**config.mk**
```make
export PLATFORM = sky130hd
export DESIGN_NAME = contiguous_frame_allocator_flat
export DESIGN_NICKNAME = d
export VERILOG_FILES = /design/src/hdl/cfa_pkg.sv /design/src/hdl/cfa_in_if.sv /design/src/hdl/cfa_out_if.sv /design/src/hdl/cfa_cell.sv /design/src/hdl/contiguous_frame_allocator.sv /design/src/flat_wrapper.sv
export SDC_FILE = /design/constraint.sdc
export NUM_CORES = 1
export LEC_CHECK = 0
export BUFFER_PORTS_ARGS = -buffer_cell sky130_fd_sc_hd__buf_2
export CORE_ASPECT_RATIO = 0.8
export CORE_MARGIN = 5
export CORE_UTILIZATION = 40
export CTS_CLUSTER_SIZE = 8
export DETAILED_ROUTE_END_ITERATION = 10
export HOLD_SLACK_MARGIN = 0.03
export PLACE_DENSITY = 0.69
export SLEW_MARGIN = 10
export SYNTH_ARGS = -nofsm -noshare
export SYNTH_HDL_FRONTEND = slang
export SYNTH_HIERARCHICAL = 1
export SYNTH_SLANG_ARGS = --single-unit
export TNS_END_PERCENT = 50
```
**constraint.sdc**
```tcl
create_clock -name clk -period 4.9 [get_ports clk]
set_clock_uncertainty 0.2 [all_clocks]
set_input_delay 0.98 -clock clk [delete_from_list [all_inputs] [get_ports clk]]
set_output_delay 0.98 -clock clk [all_outputs]
set_load 0.01 [all_outputs]
```
**src/hdl/cfa_pkg.sv**
```systemverilog
`timescale 1ns / 1ps
`default_nettype none
// ----------------------------------------------------------------------------
// cfa_pkg: shared types and codes of the contiguous frame allocator
// Request codes, result status codes and the occupancy update control group.
// ----------------------------------------------------------------------------
package cfa_pkg;

  localparam int REQ_W    = 2;
  localparam int POS_W    = 5;
  localparam int STATUS_W = 2;
  localparam int START_W  = 5;

  // request codes carried in req_type
  typedef enum logic [REQ_W-1:0] {
    REQ_ALLOC    = 2'd0,
    REQ_FREE_RUN = 2'd1,
    REQ_OCCUPY   = 2'd2,
    REQ_FREE_ONE = 2'd3
  } req_t;

  // result status codes
  typedef enum logic [STATUS_W-1:0] {
    ST_DONE     = 2'd0,
    ST_NO_SPACE = 2'd1,
    ST_BAD_POS  = 2'd2
  } status_t;

  // broadcast update to the slot cells: write enable and the value to write
  typedef struct packed {
    logic en;
    logic set;
  } upd_ctl_t;

endpackage
`default_nettype wire

```
**src/hdl/cfa_in_if.sv**
```systemverilog
`timescale 1ns / 1ps
`default_nettype none
// ----------------------------------------------------------------------------
// cfa_in_if: request channel of the contiguous frame allocator
// Valid/ready handshake carrying one request per transaction.
// ----------------------------------------------------------------------------
interface cfa_in_if;
  import cfa_pkg::*;

  logic             valid;
  logic             ready;
  logic [REQ_W-1:0] req_type;
  logic [POS_W-1:0] position;

  modport source (output valid, output req_type, output position, input ready);
  modport sink   (input valid, input req_type, input position, output ready);
endinterface
`default_nettype wire

```
**src/hdl/cfa_out_if.sv**
```systemverilog
`timescale 1ns / 1ps
`default_nettype none
// ----------------------------------------------------------------------------
// cfa_out_if: result channel of the contiguous frame allocator
// Valid/ready handshake carrying one result per transaction.
// ----------------------------------------------------------------------------
interface cfa_out_if;
  import cfa_pkg::*;

  logic                valid;
  logic                ready;
  logic [STATUS_W-1:0] status;
  logic [START_W-1:0]  start_index;
  logic                page_valid;

  modport source (output valid, output status, output start_index, output page_valid,
                  input ready);
  modport sink   (input valid, input status, input start_index, input page_valid,
                  output ready);
endinterface
`default_nettype wire

```
**src/hdl/cfa_cell.sv**
```systemverilog
`timescale 1ns / 1ps
`default_nettype none
// ----------------------------------------------------------------------------
// cfa_cell: one slot of the allocator chain
// Holds the occupancy bit of one slot. A scan token passes through one cell
// per cycle, counting consecutive free slots; the first cell that completes a
// free run stamps the run start into the token. Range updates are broadcast.
// ----------------------------------------------------------------------------
module cfa_cell
  import cfa_pkg::*;
#(
  parameter int IDX        = 0,
  parameter int RUN_LENGTH = 3,
  parameter int CNT_W      = 2,
  parameter int RW         = 6
) (
  input  wire logic             clk,
  input  wire logic             rst_n,
  // broadcast occupancy update over slots upd_lo..upd_hi
  input  wire upd_ctl_t         upd,
  input  wire logic [RW-1:0]    upd_lo,
  input  wire logic [RW-1:0]    upd_hi,
  // scan token from the left neighbour
  input  wire logic             tk_in_valid,
  input  wire logic             tk_in_found,
  input  wire logic [CNT_W-1:0] tk_in_cnt,
  input  wire logic [RW-1:0]    tk_in_start,
  // scan token to the right neighbour
  output logic                  tk_out_valid,
  output logic                  tk_out_found,
  output logic [CNT_W-1:0]      tk_out_cnt,
  output logic [RW-1:0]         tk_out_start
);

  localparam int              START_I = (IDX + 1 >= RUN_LENGTH) ? IDX + 1 - RUN_LENGTH : 0;
  localparam logic [RW-1:0]   IDX_V   = RW'(IDX);
  localparam logic [RW-1:0]   START_V = RW'(START_I);
  localparam logic [CNT_W-1:0] RUN_V  = CNT_W'(RUN_LENGTH);

  logic             occ_r;
  logic             tk_valid_r;
  logic             tk_found_r;
  logic [CNT_W-1:0] tk_cnt_r;
  logic [RW-1:0]    tk_start_r;

  logic [CNT_W-1:0] cnt_inc;
  logic             hit;
  logic             in_rng;

  // run counting: this slot free extends the run, the first full run wins
  always_comb begin
    cnt_inc = tk_in_cnt + CNT_W'(1);
    hit     = tk_in_valid && !tk_in_found && !occ_r && (cnt_inc == RUN_V);
    in_rng  = (IDX_V >= upd_lo) && (IDX_V <= upd_hi);
  end

  // occupancy bit
  always_ff @(posedge clk) begin
    if (!rst_n) begin
      occ_r <= 1'b0;
    end else if (upd.en && in_rng) begin
      occ_r <= upd.set;
    end
  end

  // token stage
  always_ff @(posedge clk) begin
    if (!rst_n) begin
      tk_valid_r <= 1'b0;
    end else begin
      tk_valid_r <= tk_in_valid;
    end
  end

  always_ff @(posedge clk) begin
    tk_found_r <= tk_in_found | hit;
    tk_cnt_r   <= occ_r ? '0 : cnt_inc;
    tk_start_r <= hit ? START_V : tk_in_start;
  end

  assign tk_out_valid = tk_valid_r;
  assign tk_out_found = tk_found_r;
  assign tk_out_cnt   = tk_cnt_r;
  assign tk_out_start = tk_start_r;

endmodule
`default_nettype wire

```
**src/hdl/contiguous_frame_allocator.sv**
```systemverilog
`timescale 1ns / 1ps
`default_nettype none
// ----------------------------------------------------------------------------
// contiguous_frame_allocator: first-fit allocator of runs of free slots
// Occupancy bitmap held in a chain of slot cells, searched by a travelling
// scan token; frees and single-slot writes are applied by broadcast.
// ----------------------------------------------------------------------------
//  channel   direction  handshake          payload
//  in_ch     sink       valid / ready      req_type, position
//  out_ch    source     valid / ready      status, start_index, page_valid
//
//  Free-run, occupy and free-slot requests: result registered at acceptance.
//  Allocate: the scan token walks the chain one cell per cycle, then the run
//  is marked and the result registered once the output is free. One request
//  at a time; a new request is taken once the previous result has
//  left or is leaving the output register. Reset clears every slot to free.
// ----------------------------------------------------------------------------
module contiguous_frame_allocator
  import cfa_pkg::*;
#(
  parameter int NUM_SLOTS  = 32,
  parameter int RUN_LENGTH = 3
) (
  input  wire logic  clk,
  input  wire logic  rst_n,
  cfa_in_if.sink     in_ch,
  cfa_out_if.source  out_ch
);

  localparam int RANGE_TOP = ((NUM_SLOTS > 32) ? NUM_SLOTS : 32) + RUN_LENGTH;
  localparam int RW        = $clog2(RANGE_TOP);
  localparam int CNT_W     = $clog2(RUN_LENGTH + 1);

  localparam logic [RW-1:0] NUM_V    = RW'(NUM_SLOTS);
  localparam logic [RW-1:0] RUN_M1_V = RW'(RUN_LENGTH - 1);

  typedef enum logic [2:0] {
    S_IDLE   = 3'b001,
    S_SCAN   = 3'b010,
    S_FINISH = 3'b100
  } state_t;

  state_t state_r, state_nxt;

  // token chain; entry 0 is the injection point
  logic [NUM_SLOTS:0] tk_valid;
  logic [NUM_SLOTS:0] tk_found;
  logic [CNT_W-1:0]   tk_cnt   [NUM_SLOTS+1];
  logic [RW-1:0]      tk_start [NUM_SLOTS+1];

  upd_ctl_t      upd;
  logic [RW-1:0] upd_lo;
  logic [RW-1:0] upd_hi;

  logic          found_r;
  logic [RW-1:0] run_start_r;

  logic                out_valid_r;
  logic [STATUS_W-1:0] status_r;
  logic [START_W-1:0]  start_index_r;
  logic                page_valid_r;

  req_t          req;
  logic [RW-1:0] pos_ext;
  logic          bad_pos;
  logic          out_free;
  logic          accept;
  logic          finish;

  // handshake
  always_comb begin
    req      = req_t'(in_ch.req_type);
    pos_ext  = RW'(in_ch.position);
    bad_pos  = (pos_ext >= NUM_V);
    out_free = !out_valid_r || out_ch.ready;
    accept   = in_ch.valid && in_ch.ready;
    finish   = (state_r == S_FINISH) && out_free;
  end

  assign in_ch.ready = (state_r == S_IDLE) && out_free;

  // token injection
  assign tk_valid[0] = accept && (req == REQ_ALLOC);
  assign tk_found[0] = 1'b0;
  assign tk_cnt[0]   = '0;
  assign tk_start[0] = '0;

  // slot chain
  for (genvar g = 0; g < NUM_SLOTS; g++) begin : g_cell
    cfa_cell #(
      .IDX        (g),
      .RUN_LENGTH (RUN_LENGTH),
      .CNT_W      (CNT_W),
      .RW         (RW)
    ) u_cell (
      .clk          (clk),
      .rst_n        (rst_n),
      .upd          (upd),
      .upd_lo       (upd_lo),
      .upd_hi       (upd_hi),
      .tk_in_valid  (tk_valid[g]),
      .tk_in_found  (tk_found[g]),
      .tk_in_cnt    (tk_cnt[g]),
      .tk_in_start  (tk_start[g]),
      .tk_out_valid (tk_valid[g+1]),
      .tk_out_found (tk_found[g+1]),
      .tk_out_cnt   (tk_cnt[g+1]),
      .tk_out_start (tk_start[g+1])
    );
  end

  // broadcast update: direct requests at acceptance, run marking at finish
  always_comb begin
    upd.en  = 1'b0;
    upd.set = 1'b0;
    upd_lo  = pos_ext;
    upd_hi  = pos_ext;
    if (finish) begin
      upd.en  = found_r;
      upd.set = 1'b1;
      upd_lo  = run_start_r;
      upd_hi  = run_start_r + RUN_M1_V;
    end else if (accept && !bad_pos) begin
      case (req)
        REQ_FREE_RUN: begin
          upd.en = 1'b1;
          upd_hi = pos_ext + RUN_M1_V;
        end
        REQ_OCCUPY: begin
          upd.en  = 1'b1;
          upd.set = 1'b1;
        end
        REQ_FREE_ONE: begin
          upd.en = 1'b1;
        end
        default: begin
          upd.en = 1'b0;
        end
      endcase
    end
  end

  // sequencer
  always_comb begin
    state_nxt = state_r;
    case (state_r)
      S_IDLE: begin
        if (accept && (req == REQ_ALLOC)) state_nxt = S_SCAN;
      end
      S_SCAN: begin
        if (tk_valid[NUM_SLOTS]) state_nxt = S_FINISH;
      end
      S_FINISH: begin
        if (out_free) state_nxt = S_IDLE;
      end
      default: begin
        state_nxt = S_IDLE;
      end
    endcase
  end

  always_ff @(posedge clk) begin
    if (!rst_n) begin
      state_r <= S_IDLE;
    end else begin
      state_r <= state_nxt;
    end
  end

  // scan outcome capture
  always_ff @(posedge clk) begin
    if ((state_r == S_SCAN) && tk_valid[NUM_SLOTS]) begin
      found_r     <= tk_found[NUM_SLOTS];
      run_start_r <= tk_start[NUM_SLOTS];
    end
  end

  // output register
  always_ff @(posedge clk) begin
    if (!rst_n) begin
      out_valid_r <= 1'b0;
    end else if ((accept && (req != REQ_ALLOC)) || finish) begin
      out_valid_r <= 1'b1;
    end else if (out_ch.ready) begin
      out_valid_r <= 1'b0;
    end
  end

  always_ff @(posedge clk) begin
    if (finish) begin
      status_r      <= found_r ? ST_DONE : ST_NO_SPACE;
      start_index_r <= found_r ? run_start_r[START_W-1:0] : '0;
      page_valid_r  <= 1'b0;
    end else if (accept && (req != REQ_ALLOC)) begin
      status_r      <= bad_pos ? ST_BAD_POS : ST_DONE;
      start_index_r <= '0;
      page_valid_r  <= !bad_pos && (req == REQ_OCCUPY);
    end
  end

  assign out_ch.valid       = out_valid_r;
  assign out_ch.status      = status_r;
  assign out_ch.start_index = start_index_r;
  assign out_ch.page_valid  = page_valid_r;

endmodule
`default_nettype wire
```
**src/flat_wrapper.sv**
```systemverilog
// flat-port wrapper written by rule: the top's interface ports become plain ports
module contiguous_frame_allocator_flat import cfa_pkg::*;
#(
  parameter int NUM_SLOTS  = 32,
  parameter int RUN_LENGTH = 3
)
  (clk, rst_n, in_ch_valid, in_ch_req_type, in_ch_position, in_ch_ready, out_ch_valid, out_ch_status, out_ch_start_index, out_ch_page_valid, out_ch_ready);
  cfa_in_if in_ch_i ();
  cfa_out_if out_ch_i ();
  input  wire logic clk;
  input  wire logic rst_n;
  input wire logic [$bits(in_ch_i.valid)-1:0] in_ch_valid;
  input wire logic [$bits(in_ch_i.req_type)-1:0] in_ch_req_type;
  input wire logic [$bits(in_ch_i.position)-1:0] in_ch_position;
  output wire logic [$bits(in_ch_i.ready)-1:0] in_ch_ready;
  output wire logic [$bits(out_ch_i.valid)-1:0] out_ch_valid;
  output wire logic [$bits(out_ch_i.status)-1:0] out_ch_status;
  output wire logic [$bits(out_ch_i.start_index)-1:0] out_ch_start_index;
  output wire logic [$bits(out_ch_i.page_valid)-1:0] out_ch_page_valid;
  input wire logic [$bits(out_ch_i.ready)-1:0] out_ch_ready;
  assign in_ch_i.valid = in_ch_valid;
  assign in_ch_i.req_type = in_ch_req_type;
  assign in_ch_i.position = in_ch_position;
  assign in_ch_ready = in_ch_i.ready;
  assign out_ch_valid = out_ch_i.valid;
  assign out_ch_status = out_ch_i.status;
  assign out_ch_start_index = out_ch_i.start_index;
  assign out_ch_page_valid = out_ch_i.page_valid;
  assign out_ch_i.ready = out_ch_ready;
  contiguous_frame_allocator #(.NUM_SLOTS(NUM_SLOTS), .RUN_LENGTH(RUN_LENGTH)) u_core (.clk(clk), .rst_n(rst_n), .in_ch(in_ch_i), .out_ch(out_ch_i));
endmodule
```
==> metrics <==
crit end category=flop; CP max stage delay=1.04 ns; sequential power share=0.496; combinational share of power=0.066; layout cells sized above 1=0.1858; Worst-Skew Late Latency=0.55 ns; DP HPWL=12370 um; end point of the critical path=u_core/g_cell[25].u_cell/occ_r; first-pass GRT wire length=35310 um; Initial DRC Count=539; critical-path maximum fanout=26; Tcrit/Tclk final=0.6859; number of global-route vias before repair=7475; initial core utilization=0.4022; via count=7575; fmax=297.6 MHz; relative slew slack=0.1429; core box area=31130 sq um; final worst setup slack=1.539 ns; reg-to-reg endpoint=u_core/g_cell[25].u_cell/occ_r; largest net degree at the start of global routing=79; ANT cells=0; clock sinks=368; Clock Pin Slew Worst Setup and Hold Paths=0.05 ns; Mapped Cells=1100; commonest non-fill, non-tap cell in the layout=dfxtp_1; mapped cell area=12520 sq um; switching power of the nets=1.440 mW; R2R setup slack=1.54 ns; Post-Route WL=20320 um; clock power share=0.438; Max Cap Viol=0; start-to-end type of the worst setup path=flop to flop; antenna violations before repair=0; Inserted Clock Buffers=51; fin crit period=3.361 ns; Hold Path Class=flop to flop; hold buffers post-CTS=0; status=finished, final reports clean; Clock Path Buffers=3; post-CTS setup-driven buffer insertion count=0; Final #Nets=1236; DIE AREA=34970 sq um; pins over their slew limit=0; Final TNS setup=0 ns; die width=207.8 um; grt ovf=0; Die H=168.3 um; WP buf/inv=1; Leakage=6.162 nW; Crit path depth=7; Setup WS pre-CTS=1.117 ns; RSZ-0062 raised after global routing=no; worst path cell trace=nor3b_2 > nand2_1 > o21ai_2 > buf_4 > nor4_2 > nor4_2 > mux2i_1; # setup viols final=0; P per Cell Area=465.2 nW/um^2; antenna-violating nets left=0; DR DRC count=0; # H-tree levels=2; worst endpoint data arrival time=3.63 ns; CTS tree=yes; final hold vios=0; num rows=58; Int Pwr=5.360 mW; Global Route Usage Sum=0.1165; clock root buffer=clkbuf_16; Worst EP required=5.16 ns; sw frac=0.2118; I/O Pins=21; input/output buffers=19; # resized after CTS=0; P&R area growth vs syn=16.73%; placer congestion estimate=0.8254; Top cell by count, worst path=nor4_2; Avg Cell Area, Syn=11.38 sq um; critical path launch point type=flop; wire per inst=12.58 um; most frequent cells in the layout=dfxtp_1, nor2b_1, nand2_1; CP startpoint=u_core/state_r[2]; FF-to-FF path depth=7; Ys Warns=6; VDD IR-drop max=0.2963 mV; TritonRoute pass-1 iters=5; delay-heaviest family, CP=compound AO/OA/AOI/OAI gates; Slew @ Worst Pin=1.286 ns; CP max-delay cell=o21ai_2; worst r2r src=u_core/state_r[2]; Via-to-Cell Ratio=4.690
-- final cells by class --
| class | instances | area [sq um] |
|---|---|---|
| sequential | 368 | 7497 |
| multi-input combinational | 703 | 4936 |
| timing repair buffer | 31 | 185.2 |
| tap | 420 | 525.5 |
| fill | 2780 | 16520 |
| inverter | 36 | 135.1 |
| clock buffer | 55 | 1313 |
| clock inverter | 2 | 25.02 |
-- per-stage QoR --
| stage | power [mW] | instances | cell area (sq um) | utilization | hold slack, ns |
|---|---|---|---|---|---|
| floorplan | 3.739 | 1111 | 12560 | - | 0.1855 |
| global placement | 3.856 | 1558 | 13280 | 0.4265 | 0.1913 |
| detailed placement | 3.878 | 1558 | 13280 | 0.4265 | 0.1905 |
| CTS | 6.907 | 1615 | 14620 | 0.4695 | 0.2003 |
| global route | 7.134 | 1615 | 14620 | 0.4695 | 0.2102 |
| finish | 6.800 | 1615 | 14620 | 0.4695 | 0.1970 |
-- routing by layer --
layer / share of wire / global-route usage
met1: 0.50 / 0.1638
met2: 0.43 / 0.1759
met3: 0.046 / 0.03055
met4: 0.015 / 0.03740
met5: 0 / 0
-- power groups by stage --
stage | logic (mW) | registers [mW] | clock network [mW]
2_1_floorplan | 0.332 | 3.41 | 0
3_3_place_gp | 0.432 | 3.42 | 0
3_5_place_dp | 0.450 | 3.43 | 0
4_1_cts | 0.458 | 3.37 | 3.08
5_1_grt | 0.534 | 3.40 | 3.20
6_report | 0.450 | 3.37 | 2.98
-- sequential cells by signal, summed over array words and instances (netlist names) --
name,flops
u_core/out_ch.start_index,5
u_core/run_start_r,6
u_core/g_cell.u_cell/tk_out_cnt,62
u_core/g_cell.u_cell/tk_out_found,32
u_core/found_r,1
u_core/state_r,3
u_core/out_ch.status,1
u_core/out_ch.page_valid,1
u_core/g_cell.u_cell/tk_out_valid,32
u_core/g_cell.u_cell/occ_r,32
u_core/out_ch.valid,1
u_core/g_cell.u_cell/tk_out_start,192
-- how the worst min path moves through the flow --
stage | endpoint | cells after the start | startpoint | slack [ns]
3_3_place_gp | u_core/g_cell[22].u_cell/tk_out_cnt[0] | 1 | u_core/g_cell[21].u_cell/tk_out_cnt[0] | 0.19
4_1_cts | u_core/g_cell[15].u_cell/tk_out_cnt[0] | 1 | u_core/g_cell[14].u_cell/tk_out_cnt[0] | 0.20
5_1_grt | u_core/g_cell[30].u_cell/tk_out_start[3] | 1 | u_core/g_cell[29].u_cell/tk_out_start[3] | 0.21
6_report | u_core/g_cell[21].u_cell/tk_out_cnt[0] | 1 | u_core/g_cell[20].u_cell/tk_out_cnt[0] | 0.20
2_1_floorplan | u_core/g_cell[11].u_cell/tk_out_start[0] | 1 | u_core/g_cell[10].u_cell/tk_out_start[0] | 0.19
3_5_place_dp | u_core/run_start_r[2] | 0 | u_core/g_cell[31].u_cell/tk_out_start[2] | 0.19
-- worst reg2reg max path: cells and delay by family, from the launching register on --
family | cells | cell delay, ns
AND/OR/NAND/NOR | 4 | 1.04
AO/OA/AOI/OAI | 1 | 1.04
flip-flops | 1 | 0.45
buffers and inverters | 1 | 0.34
multiplexers | 1 | 0.22
No activity file was read; power rests on OpenSTA's default activity.
